File: config.mk
export PLATFORM = sky130hd
export DESIGN_NAME = ovpid_sum
export DESIGN_NICKNAME = d
export VERILOG_FILES = /design/src/rtl/core/ovpid_pkg.sv /design/src/rtl/core/ovpid_sum.sv
export SDC_FILE = /design/constraint.sdc
export NUM_CORES = 1
export LEC_CHECK = 0
export ABC_AREA = 1
export BUFFER_PORTS_ARGS = -buffer_cell sky130_fd_sc_hd__buf_2
export CORE_MARGIN = 2
export CORE_UTILIZATION = 61
export CTS_CLUSTER_DIAMETER = 150
export DETAILED_ROUTE_END_ITERATION = 12
export MAX_ROUTING_LAYER = met4
export PLACE_DENSITY = 0.89
export SYNTH_ARGS = -nofsm -noshare
export SYNTH_HDL_FRONTEND = slang
export SYNTH_SLANG_ARGS = --single-unit
File: constraint.sdc
create_clock -name clk -period 6 [get_ports clk]
set_input_delay 1.2 -clock clk [delete_from_list [all_inputs] [get_ports clk]]
set_output_delay 1.2 -clock clk [all_outputs]
set_load 0.01 [all_outputs]
File: src/rtl/core/ovpid_pkg.sv
// Shared types and constants of the oven PID controller with step mode.
// Stage payload structs, register map, mode codes and fixed-point constants.
// Has no dependencies; the RTL files refer to it by scoped names, the testbench imports it.
package ovpid_pkg;

	// Field types of the sample and result beats, the gains and the percent value.
	typedef logic [15:0] thermo_t;
	typedef logic [12:0] temp_t;
	typedef logic [21:0] ms_t;
	typedef logic [15:0] duty_t;
	typedef logic [23:0] gain_t;
	typedef logic [22:0] pct_t;

	// Configuration port.
	localparam int APB_AW = 5;
	localparam int APB_DW = 32;

	typedef enum logic [2:0] {
		REG_MODE       = 3'd0,
		REG_STEP_START = 3'd1,
		REG_TEMP_LIMIT = 3'd2,
		REG_GAIN_P     = 3'd3,
		REG_GAIN_I     = 3'd4,
		REG_GAIN_D     = 3'd5
	} reg_idx_t;

	// The unused fourth code runs the PID law, like MODE_PID.
	typedef enum logic [1:0] {
		MODE_OFF  = 2'd0,
		MODE_STEP = 2'd1,
		MODE_PID  = 2'd2
	} mode_t;

	localparam logic [1:0] RST_MODE       = MODE_OFF;
	localparam ms_t        RST_STEP_START = 22'd10000;
	localparam temp_t      RST_TEMP_LIMIT = 13'd100;
	localparam gain_t      RST_GAIN_P     = 24'd49152;
	localparam gain_t      RST_GAIN_I     = 24'd164;
	localparam gain_t      RST_GAIN_D     = 24'd655360;

	// 100 percent in Q16.16 and full heater drive.
	localparam pct_t  PCT_FULL_Q16 = 23'd6553600;
	localparam duty_t DUTY_FULL    = 16'hFFFF;

	// floor(q / 100) is taken as (q * RECIP_100) >> RECIP_SHIFT, exact for q below 14e6.
	localparam int          RECIP_SHIFT = 30;
	localparam logic [23:0] RECIP_100   = 24'((64'd1 << RECIP_SHIFT) / 100 + 1);

	typedef struct packed {
		logic [1:0] mode;
		ms_t        step_start_ms;
		temp_t      temp_limit;
		gain_t      gain_p;
		gain_t      gain_i_times_ts;
		gain_t      gain_d_over_ts;
	} cfg_t;

	typedef struct packed {
		thermo_t thermo_word;
		temp_t   reference;
		ms_t     elapsed_ms;
	} sample_t;

	// Status that rides along the pipeline next to the arithmetic.
	typedef struct packed {
		temp_t temperature;
		logic  probe_open;
		logic  limit_seen;
		logic  use_pid;
		logic  drive_full;
	} tag_t;

	typedef struct packed {
		tag_t               tag;
		logic signed [13:0] err;
		logic signed [31:0] esum;
		logic signed [14:0] derr;
	} front_t;

	typedef struct packed {
		tag_t               tag;
		logic signed [38:0] prod_p;
		logic signed [56:0] prod_i;
		logic signed [39:0] prod_d;
	} prod_t;

	typedef struct packed {
		tag_t tag;
		pct_t u;
	} ctl_t;

	typedef struct packed {
		duty_t duty;
		temp_t temperature;
		logic  probe_open;
		logic  limit_seen;
	} result_t;

endpackage

File: src/rtl/core/ovpid_sum.sv
// Sum of the three PID terms and clamp to 0..100 percent in Q16.16.
// Depends on ovpid_pkg; fed by ovpid_mult, feeds ovpid_scale.
module ovpid_sum (
	input  logic                 clk,
	input  logic                 arst_n,
	input  logic                 in_valid,
	output logic                 in_ready,
	input  ovpid_pkg::prod_t     in_data,
	output logic                 out_valid,
	input  logic                 out_ready,
	output ovpid_pkg::ctl_t      out_data
);
	localparam logic signed [58:0] FULL_S = 59'(ovpid_pkg::PCT_FULL_Q16);

	ovpid_pkg::ctl_t     ctl_s4;
	logic                valid_s4;
	logic signed [58:0]  total;
	ovpid_pkg::pct_t     u;

	assign in_ready  = !valid_s4 || out_ready;
	assign out_valid = valid_s4;
	assign out_data  = ctl_s4;

	assign total = 59'($signed(in_data.prod_p)) + 59'($signed(in_data.prod_i))
		+ 59'($signed(in_data.prod_d));

	always_comb begin
		if (total[58]) begin
			u = '0;
		end else if (total > FULL_S) begin
			u = ovpid_pkg::PCT_FULL_Q16;
		end else begin
			u = total[22:0];
		end
	end

	always_ff @(posedge clk or negedge arst_n) begin
		if (!arst_n) begin
			valid_s4 <= 1'b0;
		end else if (in_ready) begin
			valid_s4 <= in_valid;
		end
	end

	always_ff @(posedge clk) begin
		if (in_ready && in_valid) begin
			ctl_s4.tag <= in_data.tag;
			ctl_s4.u   <= u;
		end
	end
endmodule

==> metrics.md <==
| Metric | Value |
|---|---|
| Synthesized-area fraction occupied by adder cells | 22.78% |
| Dominant combinational cell family by area after synthesis | simple AND/OR/NAND/NOR gates |
| Top_reg_cell synth | edfxtp_1 |
| Worst vdd ir | 113.4 uV |
| Worst slew pin tran | 1.141 ns |
| Slew margin rel. | 23.80% |
| Global-route total usage across every layer | 37.28% |
| Final estimated routing congestion in global placement | 1.059 |
| Clock Pin Slew Worst Setup and Hold Paths | 0.05 ns |
| Sort of element at the end of the critical path | register |
| Post-Synthesis Mean Instance Area | 6.058 sq um |
| Startpoint type of the worst setup path | input port |
| Final HPWL from detailed placement | 22780 microns |
| Routed wire length | 25830 microns |
| TritonCTS buffer count | 5 |
| Endpoint of the most critical register-to-register path | out_data[15]$_SDFFCE_PP0P_ |
| Ratio of cells with drive above 1 in the final layout | 16.73% |
| Top area cells in the synthesized netlist | nand2_1 (25%), edfxtp_1 (15%), fa_1 (14%) |
| Row count | 42 |
| Floorplan die width | 120.1 microns |
| Placed cell areas | 9419 sq um |
| Layout Nets | 1832 |
| Max Buffers Root-to-Sink | 2 |
| FF-to-FF setup slack | 4.26 ns |
| Buffer count from post-CTS setup fixing | 0 |
| Number of synthesized register bits | 41 |
| Global-route wire length before repair | 41080 microns |
| Drt wl/cell | 14.88 microns |
| Mapped Nets | 1630 |
| Initial Utilization | 62.37% |
| Maximum number of pins on one net before global-route repair | 41 |
| H-tree depth reported by CTS | 2 |
| Antenna-violating nets left | 0 |
| Share of the synthesized area in compound gates (AO/OA/AOI/OAI) | 4.700% |
| Mapped cell area | 8227 sq um |
| Final slew viol count | 0 |
| Hold path start | out_valid$_DFFE_PN0N_ |
| Worst Hold Path Cells | 2 |
| RSZ-0062 raised after global routing | no |
| Most repeated cell in the gate-level netlist after synthesis | nand2_1 |
| Endpoints failing hold | 0 |
| Number of library cell types mapped by synthesis | 33 |
| Area grow syn2layout | 16.15% |
| Share of the synthesized area in the top cell type | 25.05% |
| Proportion of synthesized chip area in sequential cells | 14.90% |
| Cell at the root of the clock tree | clkbuf_16 |
| Post-synth EDFFs | 40 |
| Number of buffers inserted by port buffering | 198 |
| Via density per instance | 5.276 |
| Final setup violation count | 0 |
| Min-delay worst type | register to register |
| Area fraction in and, or, nand and nor cells after synthesis | 42.01% |
| DR vias | 9160 |
| Gr ovfl total | 0 |
| Post-cts gate resize count | 0 |
| Leakage dissipation | 0.005587 uW |
| Run status | finished, final reports clean |
| Post-route standard cell area excluding fillers | 9555 sq um |
| Max frequency | 185.8 MHz |
| DR pass1 iterations | 5 |
| Maxcap violations | 0 |
| Largest driver fanout on the critical path | 20 |
| Ranking of synthesized cells by instance count | nand2_1 (549), inv_1 (278), nor2_1 (119) |
| Origin of the critical flop-to-flop path | out_valid$_DFFE_PN0N_ |
| Vias in the first global route | 8658 |
| Die extent in y | 120.1 microns |
| Antenna diode count | 0 |
| Data arrival, critical path | 5.51 ns |
| Starting DRC count in detailed routing | 875 |
| Total number of yosys warnings | 0 |
| Final clock period utilization by the worst path | 89.71% |
| Post-cts hold buffer count | 0 |
| DRC viols | 0 |
| Biggest area consumer among synthesized cells | nand2_1 |
| Share of the core filled with cells in the final layout | 72.44% |
| Worst hold endpoint | out_valid$_DFFE_PN0N_ |
| Boundary pin count | 199 |
| Clock Latency Late Sink | 0.28 ns |
| Core outline area | 13190 sq um |
| Post-synthesis share of cell area spent on xor and xnor gates | 2.327% |
| Antenna violations before repair | 0 |
| Post-route minimum period | 5.383 ns |
| Sink count of the clock tree | 41 |
| Setup tns final | 0 ns |
| Post-Synthesis Cells | 1358 |
| Post-Route Skew | 0.001293 ns |
| Total Die Area | 14430 sq um |
| Power density over the cells | 237.5 nW/um^2 |
| Worst setup path class | input port to register |
| Share of synthesized area spent on multiplexers | 0% |
| Required time of the critical path | 6.12 ns |
| Number of cells traversed by the worst register-to-register path | 1 |
| CTS tree | yes |
| Fraction of synthesis flops using an asynchronous set or reset pin | 2.439% |
| Pwr Total | 2269 uW |
[critical path, cell delays in order]
cell,delay (ns)
buf_2,0.52
fa_1,0.52
ha_1,0.45
nand2_1,0.14
nor2_1,0.39
nand2_1,0.18
nor3_1,0.50
nand2_1,0.20
nand2_1,0.09
nand2_1,0.05
nand2_1,0.08
nand2_1,0.10
nor2_1,0.15
nand2_1,0.07
nor2_1,0.08
nand3_1,0.10
nand3_2,0.10
nand2_2,0.33
nor2_2,0.22
[worst max path at each step]
stage	start	to	cells past startpoint
floorplan	in_data[1]	out_data[19]$_SDFFCE_PP0P_	21
global placement	in_data[39]	out_data[8]$_SDFFCE_PP0P_	19
detailed placement	in_data[39]	out_data[12]$_SDFFCE_PP0P_	19
CTS	in_data[39]	out_data[0]$_SDFFCE_PP0P_	19
global route	in_data[39]	out_data[7]$_SDFFCE_PP0P_	19
finish	in_data[39]	out_data[0]$_SDFFCE_PP0P_	19
[sequential cells by signal, summed over array words and instances, names as in the netlist]
signal,count
out_data,40
out_valid,1
[final cells by class]
type	instances	area, sq um
Clock buffer	5	125.1
Clock inverter	2	11.26
Fill cell	1141	3635
Inverter	283	1062
Multi-Input combinational cell	1031	5919
Sequential cell	41	1226
Tap cell	176	220.2
Timing Repair Buffer	198	991.0
[where the power goes]
part	leakage (uW)	total (uW)	internal [uW]	switching, uW
combinational	0.00512	1650	536	1110
clock	0.0000633	247	150	97.4
sequential	0.000400	373	364	8.72
[layer usage]
layer,vias to the layer above,wire length [microns],GRT usage (%)
met1,4079,10430,46.92
met5,-,0,-
met4,0,747,13.01
met3,59,2787,6.369
li1,4528,-,-
met2,494,11870,60.83
[cells in the final DEF, fill, tap and decap left out, drive strengths merged, types with 10 or more instances in the layout]
cell type    n
ha          57
nand4       15
fa          58
o21ai       11
nor2       151
a21oi       55
xor2        12
nand2      554
nand3b      11
inv        282
edfxtp      40
buf        198
nand3       77
nor3        10
[metrics by stage]
step | setup slack [ns] | std cells | hold slack, ns
finish | 0.6172 | 1736 | 0.6494
global route | 0.3850 | 1736 | 0.6710
detailed placement | 0.5084 | 1729 | 0.6332
CTS | 0.7716 | 1736 | 0.6686
global placement | 0.5815 | 1729 | 0.5798
floorplan | 1.999 | 1358 | 0.6094
[cells by family (layout without fill, tap and decap cells)]
group                      Yosys count  after routing
AOI/OAI and AO/OA                   73             73
xor gates and xnor gates            21             21
adders and majority gates          115            115
buffers and inverters              286            488
DFF                                 41             41
and+or+nand+nor                    822            822
Note: power is estimated with default switching activity, not from simulation.
