--- config.mk ---
export PLATFORM = sky130hd
export DESIGN_NAME = ovpid_regs
export DESIGN_NICKNAME = d
export VERILOG_FILES = /design/src/rtl/core/ovpid_pkg.sv /design/src/rtl/core/ovpid_regs.sv
export SDC_FILE = /design/constraint.sdc
export NUM_CORES = 1
export LEC_CHECK = 0
export BUFFER_PORTS_ARGS = -buffer_cell sky130_fd_sc_hd__buf_2
export CORE_ASPECT_RATIO = 0.8
export CORE_MARGIN = 2
export CORE_UTILIZATION = 45
export DETAILED_ROUTE_END_ITERATION = 8
export GPL_TIMING_DRIVEN = 0
export HOLD_SLACK_MARGIN = 0.06
export PLACE_DENSITY = 0.79
export RECOVER_POWER = 50
export SLEW_MARGIN = 20
export SYNTH_ARGS = -nofsm -noshare
export SYNTH_HDL_FRONTEND = slang
export SYNTH_SLANG_ARGS = --single-unit
--- constraint.sdc ---
create_clock -name clk -period 2.07 [get_ports clk]
set_input_delay 0.1035 -clock clk [delete_from_list [all_inputs] [get_ports clk]]
set_output_delay 0.1035 -clock clk [all_outputs]
set_load 0.02 [all_outputs]
--- src/rtl/core/ovpid_pkg.sv ---
// Shared types and constants of the oven PID controller with step mode.
// Stage payload structs, register map, mode codes and fixed-point constants.
// Has no dependencies; the RTL files refer to it by scoped names, the testbench imports it.
package ovpid_pkg;

	// Field types of the sample and result beats, the gains and the percent value.
	typedef logic [15:0] thermo_t;
	typedef logic [12:0] temp_t;
	typedef logic [21:0] ms_t;
	typedef logic [15:0] duty_t;
	typedef logic [23:0] gain_t;
	typedef logic [22:0] pct_t;

	// Configuration port.
	localparam int APB_AW = 5;
	localparam int APB_DW = 32;

	typedef enum logic [2:0] {
		REG_MODE       = 3'd0,
		REG_STEP_START = 3'd1,
		REG_TEMP_LIMIT = 3'd2,
		REG_GAIN_P     = 3'd3,
		REG_GAIN_I     = 3'd4,
		REG_GAIN_D     = 3'd5
	} reg_idx_t;

	// The unused fourth code runs the PID law, like MODE_PID.
	typedef enum logic [1:0] {
		MODE_OFF  = 2'd0,
		MODE_STEP = 2'd1,
		MODE_PID  = 2'd2
	} mode_t;

	localparam logic [1:0] RST_MODE       = MODE_OFF;
	localparam ms_t        RST_STEP_START = 22'd10000;
	localparam temp_t      RST_TEMP_LIMIT = 13'd100;
	localparam gain_t      RST_GAIN_P     = 24'd49152;
	localparam gain_t      RST_GAIN_I     = 24'd164;
	localparam gain_t      RST_GAIN_D     = 24'd655360;

	// 100 percent in Q16.16 and full heater drive.
	localparam pct_t  PCT_FULL_Q16 = 23'd6553600;
	localparam duty_t DUTY_FULL    = 16'hFFFF;

	// floor(q / 100) is taken as (q * RECIP_100) >> RECIP_SHIFT, exact for q below 14e6.
	localparam int          RECIP_SHIFT = 30;
	localparam logic [23:0] RECIP_100   = 24'((64'd1 << RECIP_SHIFT) / 100 + 1);

	typedef struct packed {
		logic [1:0] mode;
		ms_t        step_start_ms;
		temp_t      temp_limit;
		gain_t      gain_p;
		gain_t      gain_i_times_ts;
		gain_t      gain_d_over_ts;
	} cfg_t;

	typedef struct packed {
		thermo_t thermo_word;
		temp_t   reference;
		ms_t     elapsed_ms;
	} sample_t;

	// Status that rides along the pipeline next to the arithmetic.
	typedef struct packed {
		temp_t temperature;
		logic  probe_open;
		logic  limit_seen;
		logic  use_pid;
		logic  drive_full;
	} tag_t;

	typedef struct packed {
		tag_t               tag;
		logic signed [13:0] err;
		logic signed [31:0] esum;
		logic signed [14:0] derr;
	} front_t;

	typedef struct packed {
		tag_t               tag;
		logic signed [38:0] prod_p;
		logic signed [56:0] prod_i;
		logic signed [39:0] prod_d;
	} prod_t;

	typedef struct packed {
		tag_t tag;
		pct_t u;
	} ctl_t;

	typedef struct packed {
		duty_t duty;
		temp_t temperature;
		logic  probe_open;
		logic  limit_seen;
	} result_t;

endpackage

--- src/rtl/core/ovpid_regs.sv ---
// APB-style configuration register file of the oven controller.
// Depends on ovpid_pkg for the register map and reset values.
module ovpid_regs (
	input  logic                           clk,
	input  logic                           arst_n,
	input  logic                           psel,
	input  logic                           penable,
	input  logic                           pwrite,
	input  logic [ovpid_pkg::APB_AW-1:0]   paddr,
	input  logic [ovpid_pkg::APB_DW-1:0]   pwdata,
	output logic [ovpid_pkg::APB_DW-1:0]   prdata,
	output logic                           pready,
	output ovpid_pkg::cfg_t                cfg
);
	ovpid_pkg::cfg_t      cfg_q;
	ovpid_pkg::reg_idx_t  idx;
	logic                 wr_en;

	assign idx    = ovpid_pkg::reg_idx_t'(paddr[ovpid_pkg::APB_AW-1:2]);
	assign wr_en  = psel && penable && pwrite;
	assign pready = 1'b1;
	assign cfg    = cfg_q;

	always_ff @(posedge clk or negedge arst_n) begin
		if (!arst_n) begin
			cfg_q.mode            <= ovpid_pkg::RST_MODE;
			cfg_q.step_start_ms   <= ovpid_pkg::RST_STEP_START;
			cfg_q.temp_limit      <= ovpid_pkg::RST_TEMP_LIMIT;
			cfg_q.gain_p          <= ovpid_pkg::RST_GAIN_P;
			cfg_q.gain_i_times_ts <= ovpid_pkg::RST_GAIN_I;
			cfg_q.gain_d_over_ts  <= ovpid_pkg::RST_GAIN_D;
		end else if (wr_en) begin
			unique case (idx)
				ovpid_pkg::REG_MODE:       cfg_q.mode            <= pwdata[1:0];
				ovpid_pkg::REG_STEP_START: cfg_q.step_start_ms   <= pwdata[21:0];
				ovpid_pkg::REG_TEMP_LIMIT: cfg_q.temp_limit      <= pwdata[12:0];
				ovpid_pkg::REG_GAIN_P:     cfg_q.gain_p          <= pwdata[23:0];
				ovpid_pkg::REG_GAIN_I:     cfg_q.gain_i_times_ts <= pwdata[23:0];
				ovpid_pkg::REG_GAIN_D:     cfg_q.gain_d_over_ts  <= pwdata[23:0];
				default: ;
			endcase
		end
	end

	always_comb begin
		unique case (idx)
			ovpid_pkg::REG_MODE:       prdata = 32'(cfg_q.mode);
			ovpid_pkg::REG_STEP_START: prdata = 32'(cfg_q.step_start_ms);
			ovpid_pkg::REG_TEMP_LIMIT: prdata = 32'(cfg_q.temp_limit);
			ovpid_pkg::REG_GAIN_P:     prdata = 32'(cfg_q.gain_p);
			ovpid_pkg::REG_GAIN_I:     prdata = 32'(cfg_q.gain_i_times_ts);
			ovpid_pkg::REG_GAIN_D:     prdata = 32'(cfg_q.gain_d_over_ts);
			default:                   prdata = '0;
		endcase
	end
endmodule

==> Flow_metrics.wiki <==
{| class="wikitable"
! Metric !! Value
|-
| Number of slew-limit violations in the final report || 0
|-
| Power density over cell area || 1010 nW/um^2
|-
| Source-to-sink clock delay at the later pin of the worst-skew pair || 0.33 ns
|-
| Filler instances || 936
|-
| Critical Path Slowest Stage Cell || clkbuf_1
|-
| Mean area per synthesized cell || 14.4 sq um
|-
| Actual transition at the worst max-transition pin || 1.12 ns
|-
| Post-route DRC violation count || 0
|-
| Total of buffers placed on input and output ports || 162
|-
| Endpoint required time on the critical path || 1.97 ns
|-
| Register bit total from synthesis || 109
|-
| Cell class contributing the biggest share of worst-path delay || buffers and inverters
|-
| Number of vias in the routed layout || 3749
|-
| Crit end category || output port
|-
| Core box area || 10900 sq um
|-
| Post-route cell area || 6500 sq um
|-
| Die outline height || 99.1 microns
|-
| Achievable frequency || 583 MHz
|-
| Leak pwr || 3.24 nW
|-
| Unrepaired setup endpoints after global routing || false
|-
| DRT antenna net count || 0
|-
| Maximum fanout along the worst path || 10
|-
| Initial antenna violation count || 0
|-
| Reg area || 2750 sq um
|-
| Number of buffers inserted during clock tree synthesis || 9
|-
| Die ar. || 12200 sq um
|-
| Standard cell area after detailed placement || 6140 sq um
|-
| Outcome || complete, no violations
|-
| Post-layout nets || 600
|-
| Number of flip-flops in the largest register || 109
|-
| Worst R2R Path Depth || 1
|-
| Post-Layout Cell Count || 706
|-
| Min Tclk post-route || 1.72 ns
|-
| Fraction of the yosys area taken by sequential cells || 0.540
|-
| Final total power || 6.57 mW
|-
| Number of cells on the critical path || 6
|-
| Ratio of final minimum period to clock period || 0.829
|-
| Placed cell count || 668
|-
| Peak supply drop || 0.000522 V
|-
| Largest net degree at the start of global routing || 82
|-
| Wirelength, routed || 14100 microns
|-
| Wire length of the first global-routing pass || 21900 microns
|-
| Data arrival time at the worst-slack endpoint || 1.61 ns
|-
| PostCTS Resize Cnt || 0
|-
| CTS root buf || clkbuf_16
|-
| Critical path startpoint category || input pin
|-
| Clock net sink count || 109
|-
| Via count of the first global-routing pass || 4034
|-
| Max capacitance violation total || 0
|-
| Area of the mapped netlist || 5080 sq um
|-
| Clock tree skew after final layout || 0 ns
|-
| Critical path class || in -> out
|-
| Number of standard cells after synthesis || 354
|-
| Fraction of layout cells with a size suffix above 1 || 0.493
|-
| Total negative slack for setup checks || 0 ns
|-
| Detailed-route vias per instance || 5.31
|-
| Detailed placer's ending HPWL || 9970 microns
|-
| Worst slew margin relative to its limit || 0.256
|-
| Width of the die || 123 microns
|-
| Number of top-level pins || 184
|-
| Number of failing setup endpoints in the final timing report || 0
|-
| Final GP Congestion || 0.830
|-
| Critical Path Max Stage Delay || 0.53 ns
|-
| Initial DRT Pass Iterations || 4
|-
| Count of unique library cells instantiated by Yosys || 32
|-
| Layout area overhead || 27.9%
|-
| FP Rows || 34
|-
| Cells traversed along the worst timing path || clkbuf_1 > nand2b_1 > buf_2 > clkbuf_1 > o221ai_1 > buf_2
|-
| Number of antenna repair diodes || 0
|-
| CTS clock-pin slew for the worst setup and hold paths || 0.06 ns
|-
| Grt total ovfl || 0
|-
| Drt wl/cell || 20.0 microns
|-
| Number of cells on the worst hold path || 2
|-
| Hold violation total from the final report || 0
|-
| Path type of the worst min-delay path || in -> reg
|-
| Yosys Warn Count || 0
|-
| Count of routing violations after the opening detailed-route iteration || 155
|-
| Depth of the CTS H-tree || 3
|-
| Area of the multi-input gates || 2100 sq um
|-
| Hold_ws || 0.0782 ns
|-
| Largest buffer count on any clock path || 2
|-
| Buf+Inv Stages, Crit Path || 4
|-
| Global-route usage over all layers || 0.238
|-
| Starting density of the core || 0.465
|-
| CTS tree || done
|}
## cell families after synthesis
logic type             share of synthesized area
other                                    0.00148
multiplexers                               0.336
buffers and inverters                     0.0406
AO/OA/AOI/OAI                             0.0472
flip-flops                                 0.540
AND/OR/NAND/NOR                           0.0347
## synth_stat cells (all sizes together)
library cell | number | area [sq um]
nand2 | 1 | 3.75
o21ai | 2 | 10.0
nor2 | 6 | 47.6
nand3 | 3 | 15.0
nor2b | 1 | 6.26
mux2 | 111 | 1260
buf | 30 | 199
dfrtp | 94 | 2350
nor3 | 2 | 20.0
a31oi | 1 | 6.26
o22ai | 18 | 113
or3 | 1 | 11.3
nand4 | 1 | 21.3
a21o | 9 | 67.6
nand2b | 3 | 18.8
o221ai | 2 | 17.5
clkbuf | 1 | 3.75
nand4b | 1 | 23.8
a221o | 1 | 10.0
o21a | 1 | 7.51
a221oi | 1 | 8.76
conb | 2 | 7.51
and3b | 1 | 8.76
mux2i | 45 | 450
dfstp | 15 | 394
inv | 1 | 3.75
## power by group
part,total (mW),internal [mW],switching (mW),leakage [nW]
sequential,2.92,2.59,0.331,1.36
clock,1.66,0.926,0.738,0.138
combinational,1.98,0.784,1.20,1.74
## per-layer routing
| layer | vias up | GRT usage | routed length, microns |
|---|---|---|---|
| met2 | 116 | 0.377 | 6940 |
| met1 | 1925 | 0.318 | 6130 |
| met5 | - | 0 | 0 |
| met3 | 22 | 0.0561 | 772 |
| met4 | 0 | 0.0902 | 264 |
| li1 | 1686 | - | - |
## layout make-up
cell class                 count  area share
multi-input combinational    220       0.323
clock buffer                  10      0.0352
clock inverter                 5     0.00808
inverter                       1    0.000577
buffer                        31      0.0310
tap                          144      0.0277
sequential                   109       0.422
timing repair buffer         186       0.152
## cells in the final DEF (no fill, tap or decap), types with 9 or more instances in the layout
cell and instances:
a21o_1 9, clkbuf_1 57, dlygate4sd3_1 23, buf_4 20, conb_1 9, mux2_2 106, o22ai_1 18, dfrtp_1 94
mux2i_1 45, clkbuf_16 9, buf_2 115, dfstp_2 15
## per-stage QoR
step | utilization | setup WS [ns]
floorplan | - | 0.697
global placement | 0.558 | -0.246
detailed placement | 0.561 | 0.374
CTS | 0.608 | 0.381
global route | 0.595 | 0.193
finish | 0.595 | 0.354
## worst paths after layout
kind | to | slack, ns | from
max | prdata[1] | 0.35 | paddr[4]
max reg2reg | cfg[36] | 1.25 | cfg[36]
max in group asynchronous | cfg[48] | 0.45 | arst_n
min | cfg[107] | 0.08 | pwdata[0]
min in group asynchronous | cfg[58] | 0.20 | arst_n
min reg2reg | cfg[70] | 0.52 | cfg[70]
## repair_timing
item / 4_1_cts / 5_1_grt
hold buffers: 23 / 0
setup buffers: 0 / 0
hold endpoints to repair: 180 / 0
(Power assumes the default switching activity.)
