### src/rtl/core/ovpid_pkg.sv
// Shared types and constants of the oven PID controller with step mode.
// Stage payload structs, register map, mode codes and fixed-point constants.
// Has no dependencies; the RTL files refer to it by scoped names, the testbench imports it.
package ovpid_pkg;

	// Field types of the sample and result beats, the gains and the percent value.
	typedef logic [15:0] thermo_t;
	typedef logic [12:0] temp_t;
	typedef logic [21:0] ms_t;
	typedef logic [15:0] duty_t;
	typedef logic [23:0] gain_t;
	typedef logic [22:0] pct_t;

	// Configuration port.
	localparam int APB_AW = 5;
	localparam int APB_DW = 32;

	typedef enum logic [2:0] {
		REG_MODE       = 3'd0,
		REG_STEP_START = 3'd1,
		REG_TEMP_LIMIT = 3'd2,
		REG_GAIN_P     = 3'd3,
		REG_GAIN_I     = 3'd4,
		REG_GAIN_D     = 3'd5
	} reg_idx_t;

	// The unused fourth code runs the PID law, like MODE_PID.
	typedef enum logic [1:0] {
		MODE_OFF  = 2'd0,
		MODE_STEP = 2'd1,
		MODE_PID  = 2'd2
	} mode_t;

	localparam logic [1:0] RST_MODE       = MODE_OFF;
	localparam ms_t        RST_STEP_START = 22'd10000;
	localparam temp_t      RST_TEMP_LIMIT = 13'd100;
	localparam gain_t      RST_GAIN_P     = 24'd49152;
	localparam gain_t      RST_GAIN_I     = 24'd164;
	localparam gain_t      RST_GAIN_D     = 24'd655360;

	// 100 percent in Q16.16 and full heater drive.
	localparam pct_t  PCT_FULL_Q16 = 23'd6553600;
	localparam duty_t DUTY_FULL    = 16'hFFFF;

	// floor(q / 100) is taken as (q * RECIP_100) >> RECIP_SHIFT, exact for q below 14e6.
	localparam int          RECIP_SHIFT = 30;
	localparam logic [23:0] RECIP_100   = 24'((64'd1 << RECIP_SHIFT) / 100 + 1);

	typedef struct packed {
		logic [1:0] mode;
		ms_t        step_start_ms;
		temp_t      temp_limit;
		gain_t      gain_p;
		gain_t      gain_i_times_ts;
		gain_t      gain_d_over_ts;
	} cfg_t;

	typedef struct packed {
		thermo_t thermo_word;
		temp_t   reference;
		ms_t     elapsed_ms;
	} sample_t;

	// Status that rides along the pipeline next to the arithmetic.
	typedef struct packed {
		temp_t temperature;
		logic  probe_open;
		logic  limit_seen;
		logic  use_pid;
		logic  drive_full;
	} tag_t;

	typedef struct packed {
		tag_t               tag;
		logic signed [13:0] err;
		logic signed [31:0] esum;
		logic signed [14:0] derr;
	} front_t;

	typedef struct packed {
		tag_t               tag;
		logic signed [38:0] prod_p;
		logic signed [56:0] prod_i;
		logic signed [39:0] prod_d;
	} prod_t;

	typedef struct packed {
		tag_t tag;
		pct_t u;
	} ctl_t;

	typedef struct packed {
		duty_t duty;
		temp_t temperature;
		logic  probe_open;
		logic  limit_seen;
	} result_t;

endpackage

### src/rtl/core/ovpid_scale.sv
// Percent-to-duty scaling, mode selection of the drive and the result register.
// Depends on ovpid_pkg; fed by ovpid_sum, drives the result channel.
module ovpid_scale (
	input  logic                 clk,
	input  logic                 arst_n,
	input  logic                 in_valid,
	output logic                 in_ready,
	input  ovpid_pkg::ctl_t      in_data,
	output logic                 out_valid,
	input  logic                 out_ready,
	output ovpid_pkg::result_t   out_data
);
	ovpid_pkg::result_t  result_q;
	logic                valid_q;
	logic [7:0]          hi_ceil;
	ovpid_pkg::pct_t     q;
	logic [46:0]         prod;
	ovpid_pkg::duty_t    pid_duty;
	ovpid_pkg::duty_t    duty;

	assign in_ready  = !valid_q || out_ready;
	assign out_valid = valid_q;
	assign out_data  = result_q;

	// u*65535 >> 16 equals u minus ceil(u / 65536); the rest is a divide by 100.
	assign hi_ceil  = {1'b0, in_data.u[22:16]} + 8'(|in_data.u[15:0]);
	assign q        = in_data.u - 23'(hi_ceil);
	assign prod     = 47'(q) * 47'(ovpid_pkg::RECIP_100);
	assign pid_duty = prod[ovpid_pkg::RECIP_SHIFT +: 16];

	always_comb begin
		if (in_data.tag.use_pid) begin
			duty = pid_duty;
		end else if (in_data.tag.drive_full) begin
			duty = ovpid_pkg::DUTY_FULL;
		end else begin
			duty = '0;
		end
	end

	always_ff @(posedge clk or negedge arst_n) begin
		if (!arst_n) begin
			valid_q <= 1'b0;
		end else if (in_ready) begin
			valid_q <= in_valid;
		end
	end

	always_ff @(posedge clk) begin
		if (in_ready && in_valid) begin
			result_q.duty        <= duty;
			result_q.temperature <= in_data.tag.temperature;
			result_q.probe_open  <= in_data.tag.probe_open;
			result_q.limit_seen  <= in_data.tag.limit_seen;
		end
	end
endmodule

### config.mk
export PLATFORM = sky130hd
export DESIGN_NAME = ovpid_scale
export DESIGN_NICKNAME = d
export VERILOG_FILES = /design/src/rtl/core/ovpid_pkg.sv /design/src/rtl/core/ovpid_scale.sv
export SDC_FILE = /design/constraint.sdc
export NUM_CORES = 1
export LEC_CHECK = 0
export ABC_AREA = 1
export BUFFER_PORTS_ARGS = -buffer_cell sky130_fd_sc_hd__clkbuf_2
export CORE_UTILIZATION = 50
export CTS_BUF_LIST = sky130_fd_sc_hd__clkbuf_8
export CTS_CLUSTER_DIAMETER = 200
export CTS_CLUSTER_SIZE = 40
export DETAILED_ROUTE_END_ITERATION = 6
export GPL_TIMING_DRIVEN = 0
export PLACE_DENSITY_LB_ADDON = 0.05
export REMOVE_ABC_BUFFERS = 1
export SLEW_MARGIN = 15
export SYNTH_ARGS = -nofsm -noshare
export SYNTH_HDL_FRONTEND = slang
export SYNTH_SLANG_ARGS = --single-unit
### constraint.sdc
create_clock -name clk -period 3.5 [get_ports clk]
set_input_delay 0.7 -clock clk [delete_from_list [all_inputs] [get_ports clk]]
set_output_delay 0.7 -clock clk [all_outputs]
set_load 0.02 [all_outputs]
==> metrics.txt <==
# TYPE chip_impl_metric gauge
chip_impl_metric{name="max_capacitance_violation_total",unit=""} 0
chip_impl_info{name="timing.critical_path.from_type",value="primary input"} 1
chip_impl_metric{name="avgRoutedWirePerCell",unit="µm"} 17.4
chip_impl_metric{name="detailed_place_hpwl",unit="µm"} 31000
chip_impl_metric{name="aggregate_negative_setup_slack",unit="ps"} -80560
chip_impl_metric{name="clk_pin_slew_worst_paths",unit="ps"} 60
chip_impl_info{name="cp_slowest_cell",value="sky130_fd_sc_hd__fa_2"} 1
chip_impl_info{name="path_common_cell",value="sky130_fd_sc_hd__fa_2"} 1
chip_impl_metric{name="use_met2",unit=""} 0.487
chip_impl_metric{name="floorplan.io_pins",unit=""} 77
chip_impl_metric{name="vias",unit=""} 10334
chip_impl_metric{name="period_minus_slack",unit="ps"} 8600
chip_impl_metric{name="layout_stage_area_growth_over_the_synthesis_result",unit="%"} 21.3
chip_impl_metric{name="finalHoldViolations",unit=""} 0
chip_impl_metric{name="met1_usage",unit=""} 0.386
chip_impl_metric{name="antenna_found_initial",unit=""} 0
chip_impl_metric{name="setup_viol",unit=""} 16
chip_impl_metric{name="critical_path_peak_fanout",unit=""} 5
chip_impl_metric{name="clock_sink_count",unit=""} 32
chip_impl_info{name="violations",value="setup timing"} 1
chip_impl_metric{name="synth_area_per_cell",unit="µm²"} 8.09
chip_impl_metric{name="post_route_skew",unit="ps"} 5.27
chip_impl_info{name="cts_root_buffer",value="sky130_fd_sc_hd__clkbuf_8"} 1
chip_impl_metric{name="wire_length_of_the_first_global_routing_pass",unit="µm"} 57000
chip_impl_info{name="criticalPathCategory",value="in -> reg"} 1
chip_impl_info{name="synth_top_family_by_area",value="adder cells"} 1
chip_impl_metric{name="post_synth_xor_area_fraction",unit=""} 0.0142
chip_impl_metric{name="fp.coreArea",unit="µm²"} 25100
chip_impl_metric{name="die_height",unit="µm"} 162
chip_impl_metric{name="drt-pass1-iter-count",unit=""} 5
chip_impl_metric{name="worstPathRequired",unit="ps"} 3520
chip_impl_metric{name="final.period_utilization",unit=""} 2.46
chip_impl_metric{name="place.gp.congestion",unit=""} 0.930
chip_impl_info{name="post_synth_main_area_contributors",value="sky130_fd_sc_hd__fa_1 31%, sky130_fd_sc_hd__ha_1 24%, sky130_fd_sc_hd__inv_1 14%"} 1
chip_impl_info{name="min_path_type",value="in -> async"} 1
chip_impl_metric{name="route.detailed.vias_per_inst",unit=""} 5.02
chip_impl_metric{name="netlist-cell-type-count",unit=""} 41
chip_impl_metric{name="buffer_ports.inserted",unit=""} 76
chip_impl_info{name="final_common_cell",value="sky130_fd_sc_hd__inv_1"} 1
chip_impl_metric{name="drive_gt1_frac",unit=""} 0.247
chip_impl_metric{name="final-max-slew-violation-count",unit=""} 0
chip_impl_metric{name="synthesis.area",unit="µm²"} 12800
chip_impl_metric{name="cts.path.max_buffers",unit=""} 2
chip_impl_metric{name="fp.dieW",unit="µm"} 162
chip_impl_metric{name="via_count_of_the_first_global_routing_pass",unit=""} 10952
chip_impl_metric{name="drc",unit=""} 0
chip_impl_metric{name="number_of_cts_inserted_buffers",unit=""} 5
chip_impl_metric{name="worst_ep_arrival_time",unit="ps"} 8620
chip_impl_metric{name="max-slew-margin-rel",unit=""} 0.561
chip_impl_metric{name="yosys_warns",unit=""} 0
chip_impl_metric{name="yosysTopAreaCellShare",unit=""} 0.312
chip_impl_metric{name="overflow",unit=""} 0
chip_impl_metric{name="max_stage_delay",unit="ps"} 600
chip_impl_metric{name="clock_latency",unit="ps"} 280
chip_impl_info{name="outcome",value="finished, violations left"} 1
chip_impl_metric{name="placement_rows",unit=""} 58
chip_impl_metric{name="dpl-instance-area",unit="µm²"} 13600
chip_impl_metric{name="transition_time_at_the_pin_with_the_least_slew_margin",unit="ps"} 658
chip_impl_info{name="rsz_0062_raised_after_global_routing",value="yes"} 1
chip_impl_metric{name="cts_hold_buffers",unit=""} 0
chip_impl_metric{name="post_synth_inst_count",unit=""} 1580
chip_impl_metric{name="timing.final.ws_setup",unit="ps"} -5100
chip_impl_metric{name="postRouteAntennaNets",unit=""} 0
chip_impl_metric{name="synth-seq-cells",unit=""} 32
chip_impl_info{name="highest_count_cells_in_the_layout_ignoring_fill_and_taps",value="424 x sky130_fd_sc_hd__inv_1, 262 x sky130_fd_sc_hd__nand2_1, 219 x sky130_fd_sc_hd__ha_1"} 1
chip_impl_info{name="cts_tree",value="yes"} 1
chip_impl_metric{name="timing.fmax",unit="GHz"} 0.116
chip_impl_metric{name="synth_seq_area_share",unit=""} 0.0748
chip_impl_metric{name="synth_simple_gate_area_share",unit=""} 0.179
chip_impl_metric{name="synth_compound_area_frac",unit=""} 0.0388
chip_impl_metric{name="finalNetCount",unit=""} 2217
chip_impl_metric{name="grt.met3_usage",unit=""} 0.0403
chip_impl_metric{name="totalWireLength",unit="µm"} 35800
chip_impl_metric{name="floorplan.initialDensity",unit=""} 0.509
chip_impl_metric{name="design_area",unit="µm²"} 15500
chip_impl_info{name="end_kind",value="flop"} 1
chip_impl_metric{name="htree_num_levels",unit=""} 2
chip_impl_metric{name="grt_max_degree",unit=""} 23
chip_impl_info{name="synthDominantAreaCellType",value="sky130_fd_sc_hd__fa_1"} 1
chip_impl_metric{name="synth_adder_area_share",unit=""} 0.554
chip_impl_metric{name="grtUsageTotal",unit=""} 0.286
chip_impl_metric{name="drt_first_iter_violations",unit=""} 627
chip_impl_metric{name="synthMuxAreaShare",unit=""} 0
chip_impl_info{name="globalRoute.busiestLayer",value="met2"} 1
chip_impl_metric{name="floorplan.die_area",unit="µm²"} 26200
## metal layers
metal	part of all wire	vias to the layer above
met5	0	-
met4	0.024	0
met3	0.046	47
met2	0.49	226
met1	0.44	5007
li1	-	5054
## flip-flops by register name (all words and copies together), names as in the netlist
name       flops
out_data      31
out_valid      1
## critical path, delay by kind of cell
kind                       cells  cell delay, ps
adders and majority gates     11            4910
and+or+nand+nor               16            1640
buffers and inverters         13             940
AOI/OAI and AO/OA              2             210
xor gates and xnor gates       1             200
## kinds of logic (layout without fill, tap and decap cells)
family                     after synthesis  after routing
AOI/OAI and AO/OA                       83             83
xor gates and xnor gates                19             19
adders and majority gates              447            447
buffers and inverters                  472            619
DFF                                     32             32
other                                    0              1
and+or+nand+nor                        527            527
## path summary, 6_finish.rpt
| path | endpoint | depth (start not counted) | start | slack (ps) |
|---|---|---|---|---|
| max | out_data[30] | 43 | in_data[12] | -5100 |
| min | out_valid | 1 | arst_n | 180 |
| max reg2reg | out_data[24] | 2 | out_valid | 2150 |
| min reg2reg | out_valid | 2 | out_valid | 600 |
| max in group asynchronous | out_valid | 1 | arst_n | 3230 |
| min in group clk | out_data[9] | 1 | in_data[34] | 590 |
## synth_stat cells (all sizes together)
master,number
a21boi,1
a21o,1
a21oi,46
a31oi,2
and2,2
buf,2
clkbuf,1
clkinv,1
dfrtp,1
edfxtp,31
fa,199
ha,248
inv,468
nand2,326
nand3,54
nand3b,7
nand4,15
nor2,105
nor3,9
nor3b,1
nor4,5
o211ai,2
o21ai,17
o21bai,13
o31ai,1
or2,3
xnor2,4
xor2,15
## timing repair
action,in CTS,in global routing
gates cloned,0,0
setup buffers,37,28
endpoints found under the hold margin,0,0
pin swaps,93,79
resized for setup,192,127
endpoints found under the setup margin,16,16
## layout make-up
class / count / area (µm²)
Timing Repair Buffer: 142 / 1010
Antenna cell: 1 / 2.50
Tap cell: 330 / 413
Sequential cell: 32 / 956
Inverter: 469 / 1790
Clock inverter: 3 / 12.5
Clock buffer: 5 / 68.8
Fill cell: 2292 / 9600
Multi-Input combinational cell: 1076 / 11300
## metrics by stage
| step | setup WS [ps] | hold slack, ps | utilization | std cells |
|---|---|---|---|---|
| after detailed placement | -6720 | 478 | 0.542 | 1984 |
| after global placement | -6710 | 476 | 0.540 | 1983 |
| after floorplan | -5210 | 404 | - | 1577 |
| after CTS | -5060 | 167 | 0.589 | 2029 |
| after global routing | -5450 | 161 | 0.617 | 2057 |
| final | -5100 | 183 | 0.618 | 2058 |
Power is not shown: default switching activity piles up to over one toggle a cycle in this logic, so the estimate is an artifact.
