## config.mk

```make
export PLATFORM = sky130hd
export DESIGN_NAME = ovpid_front
export DESIGN_NICKNAME = d
export VERILOG_FILES = /design/src/rtl/core/ovpid_pkg.sv /design/src/rtl/core/ovpid_front.sv
export SDC_FILE = /design/constraint.sdc
export NUM_CORES = 1
export LEC_CHECK = 0
export ABC_AREA = 1
export BUFFER_PORTS_ARGS = -buffer_cell sky130_fd_sc_hd__buf_2
export CAP_MARGIN = 40
export CORE_MARGIN = 2
export CORE_UTILIZATION = 40
export CTS_BUF_LIST = sky130_fd_sc_hd__clkbuf_4
export DETAILED_ROUTE_END_ITERATION = 12
export GPL_ROUTABILITY_DRIVEN = 0
export SYNTH_ARGS = -nofsm -noshare
export SYNTH_HDL_FRONTEND = slang
export SYNTH_SLANG_ARGS = --single-unit
```

## constraint.sdc

```tcl
create_clock -name clk -period 10.1 [get_ports clk]
set_clock_uncertainty 0.05 [all_clocks]
set_input_delay 0 -clock clk [delete_from_list [all_inputs] [get_ports clk]]
set_output_delay 0 -clock clk [all_outputs]
set_load 0.01 [all_outputs]
```

## src/rtl/core/ovpid_pkg.sv

```systemverilog
// Shared types and constants of the oven PID controller with step mode.
// Stage payload structs, register map, mode codes and fixed-point constants.
// Has no dependencies; the RTL files refer to it by scoped names, the testbench imports it.
package ovpid_pkg;

	// Field types of the sample and result beats, the gains and the percent value.
	typedef logic [15:0] thermo_t;
	typedef logic [12:0] temp_t;
	typedef logic [21:0] ms_t;
	typedef logic [15:0] duty_t;
	typedef logic [23:0] gain_t;
	typedef logic [22:0] pct_t;

	// Configuration port.
	localparam int APB_AW = 5;
	localparam int APB_DW = 32;

	typedef enum logic [2:0] {
		REG_MODE       = 3'd0,
		REG_STEP_START = 3'd1,
		REG_TEMP_LIMIT = 3'd2,
		REG_GAIN_P     = 3'd3,
		REG_GAIN_I     = 3'd4,
		REG_GAIN_D     = 3'd5
	} reg_idx_t;

	// The unused fourth code runs the PID law, like MODE_PID.
	typedef enum logic [1:0] {
		MODE_OFF  = 2'd0,
		MODE_STEP = 2'd1,
		MODE_PID  = 2'd2
	} mode_t;

	localparam logic [1:0] RST_MODE       = MODE_OFF;
	localparam ms_t        RST_STEP_START = 22'd10000;
	localparam temp_t      RST_TEMP_LIMIT = 13'd100;
	localparam gain_t      RST_GAIN_P     = 24'd49152;
	localparam gain_t      RST_GAIN_I     = 24'd164;
	localparam gain_t      RST_GAIN_D     = 24'd655360;

	// 100 percent in Q16.16 and full heater drive.
	localparam pct_t  PCT_FULL_Q16 = 23'd6553600;
	localparam duty_t DUTY_FULL    = 16'hFFFF;

	// floor(q / 100) is taken as (q * RECIP_100) >> RECIP_SHIFT, exact for q below 14e6.
	localparam int          RECIP_SHIFT = 30;
	localparam logic [23:0] RECIP_100   = 24'((64'd1 << RECIP_SHIFT) / 100 + 1);

	typedef struct packed {
		logic [1:0] mode;
		ms_t        step_start_ms;
		temp_t      temp_limit;
		gain_t      gain_p;
		gain_t      gain_i_times_ts;
		gain_t      gain_d_over_ts;
	} cfg_t;

	typedef struct packed {
		thermo_t thermo_word;
		temp_t   reference;
		ms_t     elapsed_ms;
	} sample_t;

	// Status that rides along the pipeline next to the arithmetic.
	typedef struct packed {
		temp_t temperature;
		logic  probe_open;
		logic  limit_seen;
		logic  use_pid;
		logic  drive_full;
	} tag_t;

	typedef struct packed {
		tag_t               tag;
		logic signed [13:0] err;
		logic signed [31:0] esum;
		logic signed [14:0] derr;
	} front_t;

	typedef struct packed {
		tag_t               tag;
		logic signed [38:0] prod_p;
		logic signed [56:0] prod_i;
		logic signed [39:0] prod_d;
	} prod_t;

	typedef struct packed {
		tag_t tag;
		pct_t u;
	} ctl_t;

	typedef struct packed {
		duty_t duty;
		temp_t temperature;
		logic  probe_open;
		logic  limit_seen;
	} result_t;

endpackage

```

## src/rtl/core/ovpid_front.sv

```systemverilog
// Input register, thermocouple decode, limit latch and PID state update.
// Depends on ovpid_pkg; feeds ovpid_mult.
module ovpid_front (
	input  logic                 clk,
	input  logic                 arst_n,
	input  ovpid_pkg::cfg_t      cfg,
	input  logic                 in_valid,
	output logic                 in_ready,
	input  ovpid_pkg::sample_t   in_data,
	output logic                 out_valid,
	input  logic                 out_ready,
	output ovpid_pkg::front_t    out_data
);
	localparam logic [31:0] ESUM_MAX = 32'h7FFF_FFFF;
	localparam logic [31:0] ESUM_MIN = 32'h8000_0000;

	ovpid_pkg::sample_t  sample_s1;
	logic                valid_s1;
	ovpid_pkg::front_t   front_s2;
	logic                valid_s2;

	logic signed [31:0]  error_sum_q;
	logic signed [13:0]  last_error_q;
	logic                limit_q;

	logic                adv_s2;
	logic                take;
	ovpid_pkg::temp_t    temp;
	logic                limit_next;
	logic                use_pid;
	logic                drive_full;
	logic signed [13:0]  err;
	logic signed [32:0]  sum_wide;
	logic signed [31:0]  sum_next;
	logic signed [14:0]  derr;

	assign adv_s2    = !valid_s2 || out_ready;
	assign in_ready  = !valid_s1 || adv_s2;
	assign take      = valid_s1 && adv_s2;
	assign out_valid = valid_s2;
	assign out_data  = front_s2;

	assign temp       = sample_s1.thermo_word[15:3];
	assign limit_next = limit_q || (temp > cfg.temp_limit);

	always_comb begin
		unique case (cfg.mode)
			ovpid_pkg::MODE_OFF: begin
				use_pid    = 1'b0;
				drive_full = 1'b0;
			end
			ovpid_pkg::MODE_STEP: begin
				use_pid    = 1'b0;
				drive_full = (sample_s1.elapsed_ms >= cfg.step_start_ms) && !limit_next;
			end
			default: begin
				use_pid    = 1'b1;
				drive_full = 1'b0;
			end
		endcase
	end

	// Control error and the saturating running sum.
	assign err      = $signed({1'b0, sample_s1.reference}) - $signed({1'b0, temp});
	assign sum_wide = $signed({error_sum_q[31], error_sum_q}) + 33'(err);
	assign derr     = 15'(err) - 15'(last_error_q);

	always_comb begin
		if (sum_wide[32] != sum_wide[31]) begin
			sum_next = sum_wide[32] ? ESUM_MIN : ESUM_MAX;
		end else begin
			sum_next = sum_wide[31:0];
		end
	end

	always_ff @(posedge clk or negedge arst_n) begin
		if (!arst_n) begin
			valid_s1     <= 1'b0;
			valid_s2     <= 1'b0;
			error_sum_q  <= '0;
			last_error_q <= '0;
			limit_q      <= 1'b0;
		end else begin
			if (in_ready) begin
				valid_s1 <= in_valid;
			end
			if (adv_s2) begin
				valid_s2 <= valid_s1;
			end
			if (take) begin
				limit_q <= limit_next;
				if (use_pid) begin
					error_sum_q  <= sum_next;
					last_error_q <= err;
				end
			end
		end
	end

	always_ff @(posedge clk) begin
		if (in_ready && in_valid) begin
			sample_s1 <= in_data;
		end
		if (take) begin
			front_s2.tag.temperature <= temp;
			front_s2.tag.probe_open  <= sample_s1.thermo_word[2];
			front_s2.tag.limit_seen  <= limit_next;
			front_s2.tag.use_pid     <= use_pid;
			front_s2.tag.drive_full  <= drive_full;
			front_s2.err             <= err;
			front_s2.esum            <= sum_next;
			front_s2.derr            <= derr;
		end
	end
endmodule

```

==> results of run 1 <==
==> cell usage after synthesis, types with 5 or more instances <==
cell type,n
nor2_1,63
nand3_1,27
xnor2_1,12
nand4_1,7
nand2_1,349
xor2_1,29
clkbuf_1,7
nor3_1,7
inv_2,5
inv_1,155
ha_1,94
edfxtp_1,127
o21ai_0,36
dfrtp_1,49
o21bai_1,10
nand2_4,21
o21ai_2,8
nand2_2,31
nand3b_1,9
a21oi_1,66
==> state kept, by name, indices dropped and copies added (netlist names) <==
name          flops
out_data         78
sample_s1        49
error_sum_q      32
last_error_q     14
limit_q           1
out_valid         1
valid_s1          1
==> cell families (layout without fill, tap and decap cells) <==
group                    after synthesis  after routing  share of synthesized area (%)
other                                  0              2                              0
buffers and inverters                177            444                           6.81
XOR/XNOR                              41             41                           3.41
AND/OR/NAND/NOR                      524            524                           22.7
adder cells (fa/ha/maj)               97             97                           11.8
AO/OA/AOI/OAI                        137            137                           7.46
flip-flops                           176            176                           47.9
==> layer usage <==
| layer | vias up | track usage (%) | part of all wire [%] |
|---|---|---|---|
| met5 | - | 0 | 0 |
| met4 | 0 | 4.99 | 1.4 |
| met1 | 3809 | 23.2 | 46 |
| met2 | 137 | 31.4 | 48 |
| li1 | 4266 | - | - |
| met3 | 18 | 3.72 | 4.4 |
==> through the flow <==
step                      setup slack, ns  power (W)  util [%]  hold slack [ns]
after floorplan                      5.84    0.00297         -           -0.346
after global placement               5.28    0.00345      45.3            0.127
after detailed placement             5.69    0.00350      45.5            0.128
after CTS                            5.62    0.00395      49.0         0.000280
after global routing                 5.24    0.00429      49.5         -0.00189
final                                5.59    0.00391      49.5         -0.00333
==> worst max-delay path: stages (launching register included) <==
cell and delay, ns:
edfxtp_1 0.39, inv_1 0.06, ha_1 0.13, inv_1 0.05, fa_1 0.40, nand2_1 0.08, nand2_1 0.07, o21ai_0 0.19
inv_1 0.12, a21oi_1 0.22, o21bai_1 0.10, xor2_1 0.22, inv_1 0.15, ha_1 0.35, nand2_1 0.12, inv_2 0.04
nand2_1 0.06, nand2_1 0.07, a21oi_1 0.16, nand2_2 0.14, nand2_2 0.10, nand2_2 0.05, nand2_2 0.10, nand2_8 0.08
nand2_2 0.40, o21ai_1 0.27
==> final cells by class <==
cell class	count	area (um^2)
Sequential cell	176	5040
Clock inverter	14	163
Inverter	162	614
Tap cell	335	419
Timing Repair Buffer	250	1670
Antenna cell	2	5.00
Clock buffer	18	135
Fill cell	2457	13100
Multi-Input combinational cell	799	4770
==> worst paths after layout <==
path	endpoint	slack, ns	start	depth (start not counted)
worst min register to register	out_data[64]$_DFFE_PP_	0.41	sample_s1[37]$_DFFE_PP_	0
min in group clk	sample_s1[0]$_DFFE_PP_	0.05	in_data[0]	2
worst min-delay path	error_sum_q[20]$_DFFE_PN0P_	-0.003	arst_n	3
max in group asynchronous	error_sum_q[18]$_DFFE_PN0P_	9.50	arst_n	3
worst max-delay path	out_data[17]$_DFFE_PP_	5.59	sample_s1[22]$_DFFE_PP_	25
worst max register to register	out_data[17]$_DFFE_PP_	5.59	sample_s1[22]$_DFFE_PP_	25
==> report_power, final <==
group | switching, W | total, W | internal (W) | leakage, nW
Combinational | 0.00148 | 0.00231 | 0.000832 | 4.40
Clock | 0.000298 | 0.000417 | 0.000119 | 0.161
Sequential | 0.0000797 | 0.00119 | 0.00111 | 1.82
Total | 0.00185 | 0.00391 | 0.00206 | 6.38
==> reports/metrics.cfg, run 1 <==
[run_status]
outcome=finished, violations left
violations=hold timing

[timing]
worst_pin_slew_ns=0.703
period_share_pct=44.6
min_period_ns=4.51
setup_viol=0
rsz0062_at_grt=no
slew_headroom_pct=53.1
maxSlewViolCount=0
fmax_mhz=222
hold_slack_ns=-0.00333
hold_violations=5
tns_ns=0

[detailed_routing]
drcViolationCount=0
vias=8230
dr.pass1.iters=5
via_per_inst=4.69
post_drt_wl_per_cell_um=14.0
final_antenna_net_count=0
drtIter0Drc=372
wl_mm=24.5

[global_routing]
grt_pass1_wl_mm=40.4
grtUsageTotal_pct=18.2
grt_pass1_vias=8317
grt_max_degree=55
overflow=0
antenna_found_initial=1

[flow_run]
max_cap_violations=0

[setup_path]
path_class=reg2reg
cp.required_ns=10.32
endpoint_kind=flop
crit_path_max_fanout=14
cp.arrival_ns=4.73
critPathLaunchType=flop

[cts]
cts_tree=yes
cts_resized=0
root_buffer=clkbuf_4
postCtsHoldBufs=61
insertion_delay_ns=0.59
clk_pin_slew_ns=0.17
cts_buffers=17
htreeDepth=4
clock_sinks=176
post_cts_buffers=0
cts_buffer_depth=2

[placement]
portBuffers=169
dp.cells=1648
place_area_um2=11800
dp_hpwl_mm=17.8

[logic_synthesis]
syn-cell-area_um2=10500
yosys-top-cells-area=edfxtp_1, nand2_1, dfrtp_1
synth_cell_type_count=42
yosysTopAreaCell=edfxtp_1
yosys_warnings=0
avgSynthCellArea_um2=9.13
ys_ff_latch=176
ys_async_sr_fraction_pct=27.8
synth_edf_count=127
synthCells=1152
ys_seq_area_share_pct=47.9
synth_nets=1413
synth_top_area_share_pct=36.3
synth_ff_type=edfxtp_1

[cells_and_area]
layout.cells.non_filler=1756
final_nets=1667
mostFrequentLayoutCell=nand2_1
syn_to_final_growth_pct=21.9
drive_above_1_share_pct=20.4
most-common-layout-cells=nand2_1, buf_2, inv_1
final_area_um2=12800

[power_and_ir_drop]
p_leak_nw=6.38
p_per_area_nw_per_um2=305
vdd_drop_max_mv=0.224

[floorplanning]
dieWidth_um=166
die_y_um=166
rows=59
coreArea_um2=25900
die_area_um2=27600
io_pins=244
start_util_pct=40.6

[worst_hold_path]
min_path_type=in2async

No activity file was read; power rests on OpenSTA's default activity.
==> inputs of run 2 (changes only) <==
==> constraint.sdc (replaced) <==
create_clock -name clk -period 4.65 [get_ports clk]
set_clock_uncertainty 0.05 [all_clocks]
set_input_delay 0 -clock clk [delete_from_list [all_inputs] [get_ports clk]]
set_output_delay 0 -clock clk [all_outputs]
set_load 0.01 [all_outputs]
==> reports/metrics.cfg, run 2 (synthesis gave the netlist of run 1 again) <==
[cells_and_area]
multiInputGateArea_um2=4790  ; +0.31%
seq_area_um2=5040  ; unchanged
n_fill_cell=2496  ; +1.6%
final_area_um2=12900  ; +0.72%
drive_above_1_share_pct=20.7  ; +0.29 points
most-common-layout-cells=nand2_1, buf_2, inv_1
mostFrequentLayoutCell=nand2_1
final_nets=1676  ; +0.54%
largest_register_ffs=78  ; unchanged
syn_to_final_growth_pct=22.8

[global_routing]
grt_use_met2_pct=31.5  ; +0.11 points
use_met1_pct=22.6  ; -0.59 points
overflow=0  ; unchanged
grt_use_met3_pct=3.60  ; -0.12 points
antenna_found_initial=1  ; unchanged
grt_pass1_vias=8465  ; +1.8%
grt_pass1_wl_mm=40.4  ; about the same
grtUsageTotal_pct=18.1  ; -0.054 points
top_usage_layer=met2
grt_max_degree=55  ; unchanged

[setup_path]
cp.required_ns=4.94  ; -5.38 ns
crit_path_top_delay_cell=edfxtp_1
cp.arrival_ns=4.50  ; -0.23 ns
crit_start=sample_s1[46]$_DFFE_PP_
crit_top_cell=nand2_1
crit_chain=inv_1, ha_1, a21oi_1, nor2_1, a211oi_1, nand3_1, nand2_1, nand2_1, a21oi_2, buf_12, ha_1, nand2_1, inv_1, a21oi_1, nand2_1, a21oi_2, nand2_2, nand2_2, nand2_8, inv_4, nand2_4, nand2_4, nand2_2
path_class=reg2reg
worst_path_largest_cell_delay_ns=0.44  ; +0.04 ns
crit_path_max_fanout=22  ; +8
critPathLaunchType=flop
endpoint_kind=flop
rr_startpoint=sample_s1[46]$_DFFE_PP_

[timing]
min_period_ns=4.22  ; -0.289 ns
setup_viol=0  ; unchanged
worst_pin_slew_ns=0.683  ; -0.0203 ns
slew_headroom_pct=54.5  ; +1.4 points
tns_ns=0  ; unchanged
maxSlewViolCount=0  ; unchanged
fmax_mhz=237  ; +6.9%
rsz0062_at_grt=no
hold_violations=0  ; -5
period_share_pct=90.7  ; +46 points

[cts]
htreeDepth=4  ; unchanged
cts_tree=yes
cts_buffers=17  ; unchanged
insertion_delay_ns=0.59  ; about the same
cts_buffer_depth=2  ; unchanged
post_cts_buffers=0  ; unchanged
root_buffer=clkbuf_4
clock_sinks=176  ; unchanged
clk_pin_slew_ns=0.19  ; +0.02 ns

[floorplanning]
die_area_um2=27600  ; unchanged
dieWidth_um=166  ; unchanged
start_util_pct=40.6  ; unchanged
io_pins=244  ; unchanged
rows=59  ; unchanged
coreArea_um2=25900  ; unchanged
die_y_um=166  ; unchanged

[detailed_routing]
post_drt_wl_per_cell_um=13.9  ; about the same
dr.pass1.iters=5  ; unchanged
final_antenna_net_count=0  ; unchanged
wl_mm=24.7  ; +0.65%
vias=8323  ; +1.1%
via_per_inst=4.71  ; +0.44%
drcViolationCount=0  ; unchanged
drtIter0Drc=463  ; +24%

[placement]
dp_hpwl_mm=18.1  ; +2.1%
place_area_um2=11800  ; +0.19%
portBuffers=169  ; unchanged

[worst_hold_path]
min_from=cfg[72]
min_path_type=in2reg

[run_status]
outcome=finished, final reports clean

[flow_run]
max_cap_violations=0  ; unchanged

[power_and_ir_drop]
vdd_drop_max_mv=0.316  ; +41%
p_leak_nw=6.42  ; +0.54%
p_per_area_nw_per_um2=660  ; +120%

run 2: what timing repair did:
item,CTS,global route
hold buffers,73,5
setup endpoints to repair,0,44
hold endpoints to repair,119,5
resized for setup,0,3
run 2: power by group:
part | switching [W] | internal, W | leakage, nW | total, W
clock | 0.000643 | 0.000258 | 0.158 | 0.000900
sequential | 0.000176 | 0.00241 | 1.82 | 0.00258
combinational | 0.00322 | 0.00182 | 4.44 | 0.00505
run 2: final timing paths:
kind | endpoint | slack [ns] | depth (start not counted)
min in group asynchronous | last_error_q[7]$_DFFE_PN0P_ | 0.54 | 4
hold / removal | limit_q$_DFFE_PN0P_ | 0.04 | 5
hold reg to reg | out_data[64]$_DFFE_PP_ | 0.40 | 0
setup reg to reg | out_data[26]$_DFFE_PP_ | 0.43 | 23
setup / recovery | out_data[26]$_DFFE_PP_ | 0.43 | 23
max in group asynchronous | error_sum_q[4]$_DFFE_PN0P_ | 3.54 | 4
run 2: routing by layer:
metal  vias to the layer above  share of wire [%]
met5                         -                  0
met3                        30                4.4
li1                       4281                  -
met1                      3845                 45
met4                         0                2.3
met2                       167                 48
run 2: layout make-up:
class	count	share of cell area, %
diodes	5	0.0969
clock buffers	18	1.05
clock inverters	14	1.29
inverters	162	4.76
multi-input cells	800	37.1
flip-flops and latches	176	39.0
well taps	335	3.25
repair buffers	258	13.5
run 2: per-stage QoR:
step / setup slack [ns] / cells / util (%) / hold slack, ns / power [W]
final: 0.431 / 1768 / 49.8 / 0.0372 / 0.00853
after global routing: 0.0586 / 1768 / 49.8 / -0.000189 / 0.00934
after CTS: 0.333 / 1757 / 49.5 / 0.000491 / 0.00856
after detailed placement: 0.372 / 1652 / 45.5 / 0.128 / 0.00757
after global placement: 0.435 / 1651 / 45.5 / 0.127 / 0.00751
after floorplan: 0.390 / 1152 / - / -0.346 / 0.00645
run 2: worst max-delay path: cells and delay by family (launching register included):
| kind | cells | cell delay, ns |
|---|---|---|
| AOI/OAI and AO/OA | 5 | 1.06 |
| adders and majority gates | 2 | 0.64 |
| buffers and inverters | 4 | 0.45 |
| DFF | 1 | 0.44 |
| and+or+nand+nor | 12 | 1.32 |
